$ cat src/rtl/core/pld_pkg.sv
// Package for the partition label detector.
// Constants, magic values, label codes and the structs shared by the core modules.
// No dependencies.
package pld_pkg;

   localparam int unsigned LABEL_BYTES  = 1024;
   localparam int unsigned SECTOR_BYTES = LABEL_BYTES / 2;
   localparam int unsigned COUNT_W      = $clog2(LABEL_BYTES + 1);

   localparam logic [COUNT_W-1:0] LAST_LABEL_IDX = COUNT_W'(LABEL_BYTES - 1);
   localparam logic [COUNT_W-1:0] LABEL_DONE     = COUNT_W'(LABEL_BYTES);
   localparam logic [COUNT_W-1:0] HEAD_END       = COUNT_W'(4);
   localparam logic [COUNT_W-1:0] TAIL_START     = COUNT_W'(SECTOR_BYTES - 4);
   localparam logic [COUNT_W-1:0] SECTOR_END     = COUNT_W'(SECTOR_BYTES);
   localparam logic [COUNT_W-1:0] SEC2_END       = COUNT_W'(SECTOR_BYTES + 4);

   // magic values
   localparam logic [31:0] VOLHDR_MAGIC    = 32'h0be5_a941;
   localparam logic [31:0] EBCDIC_MAGIC_BE = 32'hc9c2_d4c1;
   localparam logic [31:0] EBCDIC_MAGIC_LE = 32'hc1d4_c2c9;
   localparam logic [15:0] XORLBL_MAGIC_BE = 16'hdabe;
   localparam logic [15:0] XORLBL_MAGIC_LE = 16'hbeda;
   localparam logic [15:0] DOS_SIGNATURE   = {8'h55, 8'haa};
   localparam logic [15:0] PMAP_DRV_MAGIC  = 16'h4552;
   localparam logic [15:0] PMAP_PART_MAGIC = 16'h504d;
   localparam logic [15:0] PMAP_OLD_MAGIC  = 16'h5453;
   localparam logic [31:0] DISKLBL_MAGIC_BE = 32'h8256_4557;
   localparam logic [31:0] DISKLBL_MAGIC_LE = 32'h5745_5682;

   typedef enum logic [2:0] {
      LABEL_NONE    = 3'd0,
      LABEL_VOLHDR  = 3'd1,
      LABEL_XORLBL  = 3'd2,
      LABEL_EBCDIC  = 3'd3,
      LABEL_DOS     = 3'd4,
      LABEL_PMAP    = 3'd5,
      LABEL_DISKLBL = 3'd6
   } label_code_type;

   typedef struct packed {
      logic [31:0] head_bytes;
      logic [31:0] tail_bytes;
      logic [31:0] sec2_magic;
      logic [31:0] word_sum;
      logic [7:0]  even_xor;
      logic [7:0]  odd_xor;
   } label_info_type;

   typedef struct packed {
      logic emit;    // this transfer produces a result
      logic full;    // result is the full-label classification
   } scan_status_type;

endpackage

$ cat src/rtl/core/pld_accum.sv
// Running scan state over the first LABEL_BYTES bytes of a stream.
// Keeps byte count, word sum, byte XORs and magic bytes; flags result transfers.
// Depends on pld_pkg.
module pld_accum import pld_pkg::*; (
   input  logic            clock,
   input  logic            reset,
   input  logic            take,
   input  logic [7:0]      data_byte,
   input  logic            last,
   output label_info_type  info,
   output scan_status_type status
);

   logic [COUNT_W-1:0] count_ff, count_in;
   logic               given_ff, given_in;
   logic [23:0]        shift_ff, shift_in;
   logic [31:0]        sum_ff, sum_in;
   logic [7:0]         even_ff, even_in;
   logic [7:0]         odd_ff, odd_in;
   logic [31:0]        head_ff, head_in;
   logic [31:0]        tail_ff, tail_in;
   logic [31:0]        sec2_ff, sec2_in;
   logic               scanning;
   logic               in_sector;

   assign scanning  = !given_ff && (count_ff < LABEL_DONE);
   assign in_sector = count_ff < SECTOR_END;

   assign status.full = !given_ff && (count_ff == LAST_LABEL_IDX);
   assign status.emit = status.full || (last && !given_ff);

   always_comb begin
      count_in = count_ff;
      given_in = given_ff;
      shift_in = shift_ff;
      sum_in   = sum_ff;
      even_in  = even_ff;
      odd_in   = odd_ff;
      head_in  = head_ff;
      tail_in  = tail_ff;
      sec2_in  = sec2_ff;
      if (take) begin
         if (last) begin
            // end of device: back to offset zero
            count_in = '0;
            given_in = 1'b0;
            shift_in = '0;
            sum_in   = '0;
            even_in  = '0;
            odd_in   = '0;
            head_in  = '0;
            tail_in  = '0;
            sec2_in  = '0;
         end else if (scanning) begin
            if (in_sector) begin
               if (count_ff[1:0] == 2'b11) begin
                  sum_in = sum_ff + {shift_ff, data_byte};
               end
               if (count_ff[0]) begin
                  odd_in = odd_ff ^ data_byte;
               end else begin
                  even_in = even_ff ^ data_byte;
               end
            end
            shift_in = {shift_ff[15:0], data_byte};
            if (count_ff < HEAD_END) begin
               head_in = {head_ff[23:0], data_byte};
            end
            if (count_ff >= TAIL_START && in_sector) begin
               tail_in = {tail_ff[23:0], data_byte};
            end
            if (!in_sector && count_ff < SEC2_END) begin
               sec2_in = {sec2_ff[23:0], data_byte};
            end
            count_in = count_ff + 1'b1;
            given_in = status.full;
         end
      end
   end

   always_ff @(posedge clock) begin
      if (reset) begin
         count_ff <= '0;
         given_ff <= 1'b0;
         shift_ff <= '0;
         sum_ff   <= '0;
         even_ff  <= '0;
         odd_ff   <= '0;
         head_ff  <= '0;
         tail_ff  <= '0;
         sec2_ff  <= '0;
      end else begin
         count_ff <= count_in;
         given_ff <= given_in;
         shift_ff <= shift_in;
         sum_ff   <= sum_in;
         even_ff  <= even_in;
         odd_ff   <= odd_in;
         head_ff  <= head_in;
         tail_ff  <= tail_in;
         sec2_ff  <= sec2_in;
      end
   end

   assign info.head_bytes = head_ff;
   assign info.tail_bytes = tail_ff;
   assign info.sec2_magic = sec2_ff;
   assign info.word_sum   = sum_ff;
   assign info.even_xor   = even_ff;
   assign info.odd_xor    = odd_ff;

`ifndef SYNTHESIS
   a_given_means_done: assert property (@(posedge clock) disable iff (reset)
      given_ff |-> count_ff == LABEL_DONE)
      else $error("result flag set before label complete");

   a_count_bound: assert property (@(posedge clock) disable iff (reset)
      !given_ff |-> count_ff < LABEL_DONE)
      else $error("byte count past label without result");

   a_last_clears: assert property (@(posedge clock) disable iff (reset)
      (take && last) |=> (count_ff == '0 && !given_ff && sum_ff == '0))
      else $error("state not cleared after last transfer");
`endif

endmodule

$ cat src/rtl/core/pld_classify.sv
// Priority classifier of the partition label from the collected scan state.
// Pure compare logic; first matching check wins.
// Depends on pld_pkg.
module pld_classify import pld_pkg::*; (
   input  label_info_type info,
   output label_code_type code
);

   logic [15:0] head_hi;
   logic [15:0] tail_hi;
   logic [15:0] tail_lo;
   logic        volhdr_hit;
   logic        xorlbl_hit;
   logic        ebcdic_hit;
   logic        dos_hit;
   logic        pmap_hit;
   logic        disklbl_hit;

   assign head_hi = info.head_bytes[31:16];
   assign tail_hi = info.tail_bytes[31:16];
   assign tail_lo = info.tail_bytes[15:0];

   assign volhdr_hit = (info.head_bytes == VOLHDR_MAGIC) && (info.word_sum == '0);
   assign xorlbl_hit = ((tail_hi == XORLBL_MAGIC_BE) || (tail_hi == XORLBL_MAGIC_LE))
                       && (info.even_xor == '0) && (info.odd_xor == '0);
   assign ebcdic_hit = (info.head_bytes == EBCDIC_MAGIC_BE) ||
                       (info.head_bytes == EBCDIC_MAGIC_LE);
   assign dos_hit    = tail_lo == DOS_SIGNATURE;
   assign pmap_hit   = (head_hi == PMAP_DRV_MAGIC) || (head_hi == PMAP_PART_MAGIC) ||
                       (head_hi == PMAP_OLD_MAGIC);
   assign disklbl_hit = (info.sec2_magic == DISKLBL_MAGIC_BE) ||
                        (info.sec2_magic == DISKLBL_MAGIC_LE);

   always_comb begin
      if (volhdr_hit) begin
         code = LABEL_VOLHDR;
      end else if (xorlbl_hit) begin
         code = LABEL_XORLBL;
      end else if (ebcdic_hit) begin
         code = LABEL_EBCDIC;
      end else if (dos_hit) begin
         code = LABEL_DOS;
      end else if (pmap_hit) begin
         code = LABEL_PMAP;
      end else if (disklbl_hit) begin
         code = LABEL_DISKLBL;
      end else begin
         code = LABEL_NONE;
      end
   end

endmodule

$ cat src/rtl/core/partition_label_detector.sv
// Partition label detector, top level.
// Byte stream in on req_, one label code out on rsp_ per device stream.
// Depends on pld_pkg, pld_accum and pld_classify.
//
// Usage:
//   req_ channel: one disk byte per transfer from offset zero, req_last on the
//   final byte of the device. rsp_ channel: one label code per device, given
//   on the transfer of byte 1023, or code none when req_last comes earlier.
//   Bytes after 1023 are consumed without a result until req_last, after
//   which the next byte starts a new device at offset zero.
// Latency: the result is valid in the cycle after the producing transfer.
// Throughput: one byte per clock while req_ready is high; scan state updates
//   per byte, classification is compare logic on stored magic bytes and sums.
// Stall: the result register holds its code while rsp_ready is low; req_ready
//   stays high while that register is empty or being emptied, so input flows
//   on when the receiver takes the result in the same cycle.
// Reset: synchronous, clears the scan state and drops rsp_valid; the block
//   takes bytes from the first cycle after reset.
module partition_label_detector import pld_pkg::*; (
   input  logic       clock,
   input  logic       reset,
   input  logic       req_valid,
   output logic       req_ready,
   input  logic [7:0] req_data_byte,
   input  logic       req_last,
   output logic       rsp_valid,
   input  logic       rsp_ready,
   output logic [2:0] rsp_label_type
);

   label_info_type  info;
   scan_status_type status;
   label_code_type  class_code;
   logic            take;
   logic            rsp_valid_ff, rsp_valid_in;
   logic [2:0]      label_ff, label_in;

   assign req_ready = !rsp_valid_ff || rsp_ready;
   assign take      = req_valid && req_ready;

   pld_accum u_accum (
      .clock     (clock),
      .reset     (reset),
      .take      (take),
      .data_byte (req_data_byte),
      .last      (req_last),
      .info      (info),
      .status    (status)
   );

   pld_classify u_classify (
      .info (info),
      .code (class_code)
   );

   always_comb begin
      rsp_valid_in = rsp_valid_ff;
      label_in     = label_ff;
      if (rsp_valid_ff && rsp_ready) begin
         rsp_valid_in = 1'b0;
      end
      if (take && status.emit) begin
         rsp_valid_in = 1'b1;
         label_in     = status.full ? class_code : LABEL_NONE;
      end
   end

   always_ff @(posedge clock) begin
      if (reset) begin
         rsp_valid_ff <= 1'b0;
      end else begin
         rsp_valid_ff <= rsp_valid_in;
      end
      label_ff <= label_in;
   end

   assign rsp_valid      = rsp_valid_ff;
   assign rsp_label_type = label_ff;

endmodule
$ cat config.mk
export PLATFORM = sky130hd
export DESIGN_NAME = partition_label_detector
export DESIGN_NICKNAME = d
export VERILOG_FILES = /design/src/rtl/core/pld_pkg.sv /design/src/rtl/core/pld_accum.sv /design/src/rtl/core/pld_classify.sv /design/src/rtl/core/partition_label_detector.sv
export SDC_FILE = /design/constraint.sdc
export NUM_CORES = 1
export LEC_CHECK = 0
export ABC_AREA = 0
export BUFFER_PORTS_ARGS = -buffer_cell sky130_fd_sc_hd__buf_2
export CAP_MARGIN = 20
export CELL_PAD_IN_SITES_DETAIL_PLACEMENT = 0
export CELL_PAD_IN_SITES_GLOBAL_PLACEMENT = 2
export CORE_MARGIN = 2
export CORE_UTILIZATION = 40
export CTS_BUF_LIST = sky130_fd_sc_hd__clkbuf_16
export DETAILED_ROUTE_END_ITERATION = 12
export PLACE_DENSITY = 0.78
export SYNTH_ARGS = -nofsm -noshare
export SYNTH_HDL_FRONTEND = slang
export SYNTH_SLANG_ARGS = --single-unit
$ cat constraint.sdc
create_clock -name clock -period 3.7 [get_ports clock]
set_input_delay 0.37 -clock clock [delete_from_list [all_inputs] [get_ports clock]]
set_output_delay 0.37 -clock clock [all_outputs]
set_load 0.01 [all_outputs]
==> Word level (Yosys, flattened, before mapping) <==
Cells that the tools add are included.
W data, S select, Z words.
{ "totals": {"ff_bits": 184, "out_inout_bits": 5} }
{ "op_classes": {"n_eq_ne": 14, "n_bitwise": 3, "order_cmp": 5, "addsub": 2, "reduce_logical": 41, "n_mux": 35} }
{ "op_table": {"columns": ["op", "n"], "rows": [
  ["$mux W32", 13],
  ["$eq A32 B32 Y1 const B", 3],
  ["$eq A16 B15 Y1 const B", 4],
  ["$mux W8", 8],
  ["$mux W24", 2],
  ["$add A32 B32 Y32", 1],
  ["$eq A16 B16 Y1 const B", 2],
  ["$eq A32 B28 Y1 const B", 1],
  ["$eq A32 B31 Y1 const B", 1],
  ["$logic_not A32 Y1", 1],
  ["$lt A11 B10 Y1 const B", 2],
  ["$mux W11", 2],
  ["$logic_not A8 Y1", 2],
  ["$reduce_bool A2 Y1", 8],
  ["$xor A8 B8 Y8", 2],
  ["$reduce_and A4 Y1", 3],
  ["$add A11 B1 Y11 const B", 1],
  ["$eq A11 B10 Y1 const B", 1],
  ["$ge A11 B9 Y1 const B", 1],
  ["$logic_and A1 B1 Y1", 11],
  ["$lt A11 B11 Y1 const B", 1],
  ["$lt A11 B3 Y1 const B", 1],
  ["$mux W3", 3],
  ["$reduce_and A3 Y1", 3],
  ["10 further kinds", 23]
]} }

==> Logic depth before layout (Yosys ltp) <==
Gate-level depths: netlist of the first run.
{ "logic_depth": {"word_depth": 8, "depth_mapped": 12} }

==> Hierarchy <==
A second synthesis of the first run with hierarchy kept.
{ "hier_totals": {"hier_cells": 1044, "area_unflattened_um2": 8926.1} }
{ "by_module_without_submodules": {"columns": ["module", "n_inst", "cells_each", "seq_area_each_um2", "area_per_inst_um2"], "rows": [
  ["pld_accum", 1, 940, 3603.5, 8091.5],
  ["pld_classify", 1, 92, 0.0, 658.1],
  ["partition_label_detector", 1, 12, 110.1, 176.4]
]} }

==> Least setup slack after synthesis of the first run <==
Ideal clock, no wire load.
{ "synth_path": {"path_kind": "input to register", "start": "input port req_data_byte[0]", "end": "register u_accum.sum_ff[30]", "stages": 12, "path_slack_ns": 1.021, "path_buffers": 0, "arrival_ns": 2.562, "path_cell_list": "ha_1 -> inv_1 -> fa_1 -> nand2b_1 -> a21oi_1 -> o2111ai_1 -> a21boi_1 -> o21ai_1 -> o21ai_1 -> a41oi_1 -> xnor2_1 -> a22o_1"} }
{ "synth_between": {"elab_chain_cells": 5} }
{ "synth_rtl": {"columns": ["element", "line", "rtl"], "rows": [
  ["start, declared", "partition_label_detector.sv:24", "input logic [7:0] req_data_byte,"],
  ["$add A32 B32 Y32", "pld_accum.sv:57", "sum_in = sum_ff + {shift_ff, data_byte};"],
  ["$mux W32", "pld_accum.sv:56", "if (count_ff[1:0] == 2'b11) begin"],
  ["$mux W32", "pld_accum.sv:55", "if (in_sector) begin"],
  ["$mux W32", "pld_accum.sv:54", "end else if (scanning) begin"],
  ["$mux W32", "pld_accum.sv:43", "if (last) begin"],
  ["end signal, assigned", "pld_accum.sv:96", "sum_ff <= sum_in;"],
  ["end, declared", "pld_accum.sv:17", "logic [31:0] sum_ff, sum_in;"]
]} }
Every way passes these cells. The select of a mux whose other input is x is not followed.
A chain may end at the register's enable or synchronous reset.

==> Worst setup path after layout of the first run <==
{ "layout_path": {"start": "register u_accum.sum_ff[0]", "end": "register u_accum.sum_ff[30]"} }
{ "layout_between": {"elab_chain_cells": 5} }
{ "layout_rtl": {"columns": ["element", "line"], "rows": [
  ["$add A32 B32 Y32", "pld_accum.sv:57"],
  ["$mux W32", "pld_accum.sv:56"],
  ["$mux W32", "pld_accum.sv:55"],
  ["$mux W32", "pld_accum.sv:54"],
  ["$mux W32", "pld_accum.sv:43"]
]} }
Every way passes these cells. The select of a mux whose other input is x is not followed.

==> flow_summary.ini, run 1 <==
[run_status]
outcome = completed

[route]
vias = 6950
wl_met2_mm = 9.71
met1Wirelength_mm = 11.9
post_drt_via_cell_ratio = 5.51
detail-route-antenna-nets = 0
wirelength_mm = 22.6
drc = 0
wire_per_inst_um = 17.9
first_iter_violations = 398
first_pass_iters = 4
dr.max_layer_used = met5
wl_met3_um = 789

[worst_setup_path]
cp.required_ns = 4.01
cp.arrival_ns = 3.44
r2r_setup_slack_ns = 0.58
critPathLaunchType = flop
worstSetupPathType = reg -> reg
rr_worst_depth = 12
cp_max_fo = 5
r2r_end = u_accum.sum_ff[30]
timing.rr.start = u_accum.sum_ff[0]
cp-end-kind = flop

[placed_design]
port_buffers = 17
place_area_sq_um = 9010
hpwlAfterDp_mm = 15.4
dp.cells = 1231
gp_congestion = 0.798

[finish]
final_cells = 1261
regArea_sq_um = 3710
area_delta_synth_final_pct = 10.2
n_antenna_cell = 0
fill_cells = 2114
fin_area_sq_um = 9560
nNetsFinal = 1021
multi_input_area_sq_um = 4700
layout-drive-gt1-share = 0.0811

[grt]
grt_start_max_net_pins = 69
track_usage = 0.205
grt_pass1_wl_mm = 36.6
antenna_found_initial = 1
grt_pass1_vias = 6510
overflow = 0

[power]
power.total_uw = 4000
powerDensity_nw_per_um2 = 418
netSwitchingFraction = 0.241
pwr-share-comb = 0.059
ir_drop_uv = 243
p_leak_uw = 0.00377
pwr-share-clk = 0.432
p_sw_uw = 965
pwr-share-seq = 0.509
internal_power_uw = 3030

[cts]
insertion_delay_ns = 0.43
htree_num_levels = 4
tritoncts = built
cts_inserted_buffers = 17
ctsHoldBuffers = 0
clk_pin_slew_ns = 0.07
post-cts-setup-buffer-count = 0
root_buffer = clkbuf_16
post_cts_resized = 0
cts.sinks = 184
clockBufferDepth = 2

[yosys]
avgSynthCellArea_sq_um = 8.84
syn_nets = 1027
ys_ff_latch = 184
synth_edf_count = 3
synth_sequential_area_ratio = 0.428
netlist_instances = 981
synthesis.area_sq_um = 8670
ys.flop_type = dfxtp_1
async_reset_ff_frac = 0
ys_types = 64
ys_warn_count = 0

[run]
maxCapViolCount = 0

[die]
rows = 53
placeableCoreArea_sq_um = 21200
fp.dieH_um = 151
ios = 18
dieArea_sq_um = 22900
chipWidth_um = 151
start_util = 0.410

[sta]
period_needed_ns = 3.12
final.setup.tns_ns = 0
hold_violations = 0
rsz0062_at_grt = no
slew-limit-headroom = 0.331
tightest_slew_ns = 0.990
maxSlewViolCount = 0
setup_violations = 0
finalClockSkew_ns = 0.0200
fmax_mhz = 320
period_share = 0.844

[hold_path]
hold_start = req_data_byte[1]
holdPathEnd = u_accum.shift_ff[1]
hp-class = in -> reg
whs_path_depth = 2
==> flip-flops by register name (all words and copies together), names as in the netlist <==
| signal | cells |
|---|---|
| rsp_valid | 1 |
| u_accum.head_ff | 32 |
| u_accum.odd_ff | 8 |
| u_accum.even_ff | 8 |
| u_accum.sec2_ff | 32 |
| u_accum.count_ff | 11 |
| u_accum.sum_ff | 32 |
| u_accum.shift_ff | 24 |
| rsp_label_type | 3 |
| u_accum.given_ff | 1 |
| u_accum.tail_ff | 32 |
==> placed cells by master, fill, tap and decap left out, types with 3 or more instances in the layout <==
master	instances
dfxtp_1	181
nor2_1	172
a22oi_1	83
a21oi_1	65
nand2_1	52
a22o_1	35
xor2_1	32
nor3b_1	32
ha_1	32
a21o_1	23
xnor2_1	21
clkbuf_16	18
nand3_1	16
buf_2	16
buf_4	16
nand4_1	15
nor3_1	14
nor4_1	14
o21ai_0	13
inv_1	13
nor4bb_1	12
nor2b_1	10
nor4b_1	10
nand2b_1	5
o21ai_1	5
a31oi_1	5
and3_1	4
and2_1	4
nor3_2	3
a22oi_2	3
and4b_1	3
o211ai_1	3
o21a_1	3
clkinv_4	3
clkinv_2	3
edfxtp_1	3
==> how the worst max path moves through the flow <==
| stage | from | end | cells after the start |
|---|---|---|---|
| floorplan | req_data_byte[0] | u_accum.sum_ff[30] | 12 |
| global placement | req_data_byte[0] | u_accum.sum_ff[30] | 13 |
| detailed placement | req_data_byte[0] | u_accum.sum_ff[30] | 13 |
| CTS | u_accum.sum_ff[0] | u_accum.sum_ff[30] | 12 |
| global route | u_accum.sum_ff[0] | u_accum.sum_ff[30] | 12 |
| finish | u_accum.sum_ff[0] | u_accum.sum_ff[30] | 12 |
==> kinds of logic (layout without fill, tap and decap cells) <==
| kind of cell | after synthesis | after routing | share of synthesized area |
|---|---|---|---|
| AND/OR/NAND/NOR | 377 | 377 | 0.222 |
| AO/OA/AOI/OAI | 263 | 263 | 0.214 |
| flip-flops | 184 | 184 | 0.428 |
| buffers and inverters | 71 | 76 | 0.0345 |
| XOR/XNOR | 53 | 53 | 0.0535 |
| adder cells (fa/ha/maj) | 33 | 33 | 0.0485 |
==> synthesized netlist by cell type, types with 2 or more instances <==
| library cell | number | area [sq um] |
|---|---|---|
| nor2_1 | 172 | 646 |
| a21oi_1 | 65 | 325 |
| a41oi_1 | 2 | 17.5 |
| nor2b_1 | 10 | 62.6 |
| nor3b_1 | 32 | 240 |
| edfxtp_1 | 3 | 90.1 |
| a22o_1 | 35 | 307 |
| a22oi_1 | 85 | 638 |
| o21ai_0 | 13 | 65.1 |
| and4b_1 | 3 | 30.0 |
| nor4bb_1 | 12 | 120 |
| or3_1 | 2 | 12.5 |
| clkbuf_2 | 2 | 10.0 |
| o22ai_1 | 2 | 12.5 |
| o211ai_1 | 3 | 22.5 |
| and4_1 | 2 | 17.5 |
| nand3_1 | 16 | 80.1 |
| xor2_1 | 32 | 280 |
| a21oi_2 | 2 | 17.5 |
| a21o_1 | 23 | 173 |
| nand2b_1 | 5 | 31.3 |
| nor4_1 | 14 | 87.6 |
| a31oi_1 | 5 | 31.3 |
| inv_1 | 13 | 48.8 |
| nor3_1 | 17 | 85.1 |
| ha_1 | 32 | 400 |
| nor4b_1 | 10 | 87.6 |
| a211oi_1 | 2 | 15.0 |
| a21boi_1 | 2 | 15.0 |
| a32oi_1 | 2 | 17.5 |
| and2_1 | 4 | 25.0 |
| and3_1 | 4 | 25.0 |
| nand2_1 | 52 | 195 |
| o21a_1 | 3 | 22.5 |
| a31o_1 | 2 | 17.5 |
| clkbuf_1 | 51 | 191 |
| dfxtp_1 | 181 | 3620 |
| o21ai_1 | 6 | 30.0 |
| xnor2_1 | 21 | 184 |
| nand4_1 | 15 | 93.8 |
==> worst max-delay path, cell delays in order, from the launching register on <==
cell	delay, ns
dfxtp_1	0.37
ha_1	0.20
inv_1	0.06
fa_1	0.37
nand2b_1	0.17
a21oi_1	0.25
o2111ai_1	0.17
a21boi_1	0.27
o21ai_1	0.21
o21ai_1	0.39
a41oi_1	0.20
xnor2_1	0.16
a22o_1	0.17
==> metal layers <==
layer	vias to the layer above	track usage
met4	2	0.0383
li1	3561	-
met2	76	0.297
met3	13	0.0377
met5	-	0
met1	3298	0.318
==> layout make-up <==
| class | instances | area share |
|---|---|---|
| multi-input cells | 726 | 0.491 |
| flip-flops and latches | 184 | 0.388 |
| clock buffers | 18 | 0.0471 |
| well taps | 275 | 0.0360 |
| repair buffers | 32 | 0.0209 |
| clock inverters | 12 | 0.0107 |
| inverters | 14 | 0.00550 |
==> through the flow <==
stage          hold WS, ns  setup WS [ns]  utilization
2_1_floorplan        0.446           1.02            -
6_report             0.304          0.578        0.452
5_1_grt              0.297          0.220        0.452
3_5_place_dp         0.472          0.336        0.426
3_3_place_gp         0.460          0.395        0.426
4_1_cts              0.284          0.518        0.452
==> power by group through the flow <==
stage               sequential (uW)  combinational, uW  clock [uW]
floorplan                      2070                158           0
global route                   2040                261        1870
global placement               2080                237           0
finish                         2040                235        1730
CTS                            2040                237        1790
detailed placement             2080                236           0
(Power assumes the default switching activity.)
==> inputs of run 2 (changes only) <==
- clock period: 3.7 -> 3.01 ns (I/O delays scaled with it)
==> flow_summary.ini, run 2 (synthesized netlist as in run 1, its figures left out) <==
[run_status]
outcome = completed

[cts]
clk_pin_slew_ns = 0.07
cts.sinks = 184
insertion_delay_ns = 0.43
post-cts-setup-buffer-count = 0
htree_num_levels = 4
tritoncts = built
clockBufferDepth = 2
cts_inserted_buffers = 17
root_buffer = clkbuf_16

[hold_path]
hp-class = in -> reg
hold_start = rsp_ready

[worst_setup_path]
cp_cell_sequence = ha_1 -> inv_1 -> fa_1 -> nand2b_1 -> a21oi_2 -> o2111ai_1 -> a21boi_2 -> o21ai_1 -> o21ai_1 -> buf_4 -> a41oi_1 -> xnor2_1 -> a22o_1
critPathLaunch = u_accum.sum_ff[0]
cp.arrival_ns = 3.05
worstSetupPathType = reg -> reg
timing.rr.start = u_accum.sum_ff[0]
crit_family = compound AO/OA/AOI/OAI gates
critPathMaxStageDelay_ns = 0.38
slowest_stage = fa_1
endpoint = u_accum.sum_ff[30]
r2r_end = u_accum.sum_ff[30]
path_depth = 13
cp.buffers_inverters = 2
rr_worst_depth = 13
cp.required_ns = 3.34
cp_max_fo = 5
cp-end-kind = flop
critPathLaunchType = flop
r2r_setup_slack_ns = 0.29
crit_path_frequent_cell = o21ai_1

[sta]
setup_violations = 0
tightest_slew_ns = 1.01
rsz0062_at_grt = no
maxSlewViolCount = 0
slew-limit-headroom = 0.321
hold_violations = 0
fmax_mhz = 368
finalClockSkew_ns = 0.0121
final.setup.tns_ns = 0
period_share = 0.904
period_needed_ns = 2.72

[grt]
grt_start_max_net_pins = 72
overflow = 0
grt_pass1_vias = 6694
antenna_found_initial = 0
grt_pass1_wl_mm = 37.1
track_usage = 0.207

[die]
start_util = 0.410
rows = 53
placeableCoreArea_sq_um = 21200
dieArea_sq_um = 22900
ios = 18
chipWidth_um = 151
fp.dieH_um = 151

[route]
wire_per_inst_um = 17.6
vias = 7042
post_drt_via_cell_ratio = 5.52
detail-route-antenna-nets = 0
drc = 0
wirelength_mm = 22.5
first_pass_iters = 5
first_iter_violations = 393

[power]
pwr-share-clk = 0.439
p_leak_uw = 0.00385
internal_power_uw = 3710
pwr-share-comb = 0.059
netSwitchingFraction = 0.257
pwr-share-seq = 0.501
ir_drop_uv = 322
powerDensity_nw_per_um2 = 514
p_sw_uw = 1280

[finish]
layout_commonest_cell = dfxtp_1
n_antenna_cell = 0
nNetsFinal = 1033
final_cell_mix = dfxtp_1 (181), nor2_1 (172), a22oi_1 (83)
final_cells = 1275
layout-drive-gt1-share = 0.0970
area_delta_synth_final_pct = 11.9

[placed_design]
port_buffers = 17
hpwlAfterDp_mm = 15.4
gp_congestion = 0.790
dp.cells = 1243

[run]
maxCapViolCount = 0
[run 2: cell types whose count changed in the layout (fill, tap and decap cells not counted), moves of 2 or more]
cell	before	now
clkinv_1	2	0
clkinv_2	3	0
buf_4	16	26
buf_12	0	2
inv_6	1	7
clkinv_4	3	1
inv_8	0	2
[run 2: layout make-up]
cell class	count	area, sq um
Fill cell	2112	11400
Multi-Input combinational cell	726	4700
Sequential cell	184	3710
Clock buffer	18	450
Tap cell	275	344
Timing Repair Buffer	44	315
Clock inverter	14	128
Inverter	14	52.6
[run 2: worst register-to-register path, stage by stage (launching register included)]
cell       delay, ns
dfxtp_1         0.33
ha_1            0.17
inv_1           0.06
fa_1            0.38
nand2b_1        0.19
a21oi_2         0.20
o2111ai_1       0.18
a21boi_2        0.21
o21ai_1         0.15
o21ai_1         0.15
buf_4           0.16
a41oi_1         0.14
xnor2_1         0.15
a22o_1          0.17
[run 2: how the worst min path moves through the flow]
stage,to,slack [ns],cells past startpoint
CTS,rsp_valid,0.23,3
finish,rsp_valid,0.25,3
detailed placement,u_accum.tail_ff[31],0.47,2
floorplan,u_accum.shift_ff[0],0.43,1
global route,rsp_valid,0.24,3
global placement,u_accum.tail_ff[31],0.46,2
[run 2: through the flow]
| stage | power (uW) | worst slack, ns | hold WS, ns | utilization | instance area (sq um) |
|---|---|---|---|---|---|
| finish | 4990 | 0.290 | 0.246 | 0.459 | 9710 |
| global route | 5190 | 0.0477 | 0.238 | 0.459 | 9710 |
| CTS | 5050 | 0.157 | 0.229 | 0.459 | 9700 |
| detailed placement | 2860 | 0.0801 | 0.469 | 0.431 | 9120 |
| global placement | 2860 | 0.100 | 0.460 | 0.431 | 9120 |
| floorplan | 2740 | 0.360 | 0.434 | - | 8670 |
[run 2: per-layer routing]
layer  GRT usage  part of all wire
met2       0.311              0.44
met1       0.314              0.53
met4      0.0453            0.0077
met5           0                 0
met3      0.0286             0.025
[run 2: what timing repair did]
| item | in CTS | in global routing |
|---|---|---|
| resized for setup | 0 | 2 |
| hold buffers | 0 | 0 |
| endpoints found under the setup margin | 0 | 3 |
[run 2: power groups by stage]
stage | registers [uW] | clock network, uW | logic, uW
after CTS | 2500 | 2250 | 299
after global routing | 2510 | 2360 | 328
after global placement | 2560 | 0 | 300
after floorplan | 2550 | 0 | 194
after detailed placement | 2560 | 0 | 298
final | 2500 | 2190 | 297
==> inputs of run 3 (changes only) <==
- CORE_UTILIZATION: 40 -> 39
- GPL_ROUTABILITY_DRIVEN: unset -> 0
- PLACE_DENSITY: 0.78 -> 0.77
- SYNTH_HIERARCHICAL: unset -> 1
==> flow_summary.ini, run 3 <==
[run_status]
outcome = completed

[placed_design]
pre_cts_ws_ns = 0.376
dp.cells = 1312
hpwlAfterDp_mm = 18.8
port_buffers = 17

[power]
ir_drop_uv = 319
p_leak_uw = 0.00374
pwr-share-seq = 0.485
internal_power_uw = 3820
p_sw_uw = 1310
pwr-share-clk = 0.456
powerDensity_nw_per_um2 = 514
pwr-share-comb = 0.059
netSwitchingFraction = 0.256

[sta]
rsz0062_at_grt = no
slew-limit-headroom = 0.407
tightest_slew_ns = 0.889
period_share = 0.833
hold_violations = 0
final.setup.tns_ns = 0
setup_violations = 0
maxSlewViolCount = 0
fmax_mhz = 399
hold_slack_ns = 0.163
period_needed_ns = 2.51
setup_slack_ns = 0.503
finalClockSkew_ns = 0.0114

[hold_path]
hp-class = in -> reg
hold_start = rsp_ready
holdPathEnd = rsp_valid
whs_path_depth = 3

[finish]
regArea_sq_um = 3710
final_cells = 1344
nNetsFinal = 1092
layout_commonest_cell = dfxtp_1
n_antenna_cell = 0
fill_cells = 2246
layout-drive-gt1-share = 0.0992
area_delta_synth_final_pct = 11.9
final_cell_mix = dfxtp_1 (181), nor2_1 (166), a22oi_1 (108)
multi_input_area_sq_um = 4940

[yosys]
synth_edf_count = 3
netlist_instances = 1044
synth_common_cells = dfxtp_1 (181), nor2_1 (166), a22oi_1 (108), nand2_1 (87), a21oi_1 (58)
ys.flop_type = dfxtp_1
ys_warn_count = 6
yosys.area.top_type_share = 0.406
avgSynthCellArea_sq_um = 8.55
synthesis.area_sq_um = 8930
synth_sequential_area_ratio = 0.416
async_reset_ff_frac = 0
yosysTopAreaCell = dfxtp_1
ys_ff_latch = 184
yosysMostFrequentCell = dfxtp_1
ys_types = 75
synth_area_leaders = dfxtp_1 (41%), a22oi_1 (9.1%), nor2_1 (7.0%)
syn_nets = 1090

[route]
drc = 0
first_iter_violations = 588
wirelength_mm = 26.5
post_drt_via_cell_ratio = 5.77
detail-route-antenna-nets = 0
vias = 7749
first_pass_iters = 5
wire_per_inst_um = 19.7

[cts]
htree_num_levels = 4
tritoncts = built
insertion_delay_ns = 0.43
clockBufferDepth = 2
clk_pin_slew_ns = 0.07
ctsHoldBuffers = 0
root_buffer = clkbuf_16
cts_inserted_buffers = 17
post_cts_resized = 0
cts.sinks = 184
post-cts-setup-buffer-count = 0

[worst_setup_path]
cp_max_fo = 4
rr_worst_depth = 9
cp.required_ns = 3.34
critPathLaunchType = flop
cp_cell_sequence = ha_1 -> a211oi_2 -> o211ai_2 -> a41o_1 -> a211oi_2 -> o41ai_4 -> a31oi_1 -> xor2_1 -> o21ai_1
timing.rr.start = u_accum/sum_ff[1]
r2r_end = u_accum/sum_ff[25]
slowest_stage = dfxtp_1
worstSetupPathType = reg -> reg
critPathMaxStageDelay_ns = 0.44
cp.arrival_ns = 2.84
r2r_setup_slack_ns = 0.50
cp-end-kind = flop
crit_path_frequent_cell = a211oi_2

[grt]
grt_pass1_vias = 7417
grt_start_max_net_pins = 84
overflow = 0
grt_pass1_wl_mm = 42.1
track_usage = 0.223
antenna_found_initial = 0

[die]
ios = 18
fp.dieH_um = 155
dieArea_sq_um = 24100
chipWidth_um = 155
placeableCoreArea_sq_um = 22600
rows = 55
start_util = 0.395

[run]
maxCapViolCount = 0
## run 3: cell type report
cell class | count | area share
Sequential cell | 184 | 0.372
Clock buffer | 17 | 0.0426
Multi-Input combinational cell | 784 | 0.495
Inverter | 10 | 0.00376
Clock inverter | 15 | 0.0185
Timing Repair Buffer | 49 | 0.0328
Tap cell | 285 | 0.0357
## run 3: per-stage QoR
| step | utilization | cell area (sq um) | total power [uW] |
|---|---|---|---|
| 6_report | 0.442 | 9990 | 5140 |
| 5_1_grt | 0.442 | 9990 | 5340 |
| 4_1_cts | 0.442 | 9990 | 5210 |
| 3_5_place_dp | 0.415 | 9380 | 2850 |
| 3_3_place_gp | 0.415 | 9380 | 2850 |
| 2_1_floorplan | - | 8930 | 2730 |
## run 3: cell families after synthesis
group	synth area share
buf+inv	0.0334
compound gates	0.210
simple gates	0.243
xor+xnor	0.0500
flops	0.416
fa+ha+maj	0.0471
## run 3: worst max-delay path by stage
| stage | endpoint | slack, ns | cells after the start | from |
|---|---|---|---|---|
| after floorplan | u_accum/sum_ff[26] | 0.79 | 9 | u_accum/sum_ff[9] |
| after global placement | u_accum/sum_ff[29] | 0.43 | 10 | req_data_byte[3] |
| after detailed placement | u_accum/sum_ff[31] | 0.38 | 10 | req_data_byte[3] |
| after CTS | u_accum/sum_ff[25] | 0.51 | 9 | u_accum/sum_ff[1] |
| after global routing | u_accum/sum_ff[31] | 0.33 | 9 | u_accum/sum_ff[4] |
| final | u_accum/sum_ff[25] | 0.50 | 9 | u_accum/sum_ff[1] |
## run 3: routing by layer
metal / part of all wire / global-route usage
met4: 0.013 / 0.0546
met5: 0 / 0
met2: 0.43 / 0.336
met1: 0.51 / 0.329
met3: 0.050 / 0.0426
## run 3: power by group through the flow
stage	sequential, uW	combinational [uW]	clock, uW
after floorplan	2540	186	0
after global placement	2550	304	0
after detailed placement	2550	302	0
after CTS	2490	304	2410
after global routing	2500	331	2510
final	2490	304	2340
## run 3: worst max-delay path, delay by kind of cell, from the launching register on
family	cells	cell delay, ns
flip-flops	1	0.44
adder cells (fa/ha/maj)	1	0.29
XOR/XNOR	1	0.18
AO/OA/AOI/OAI	7	1.49
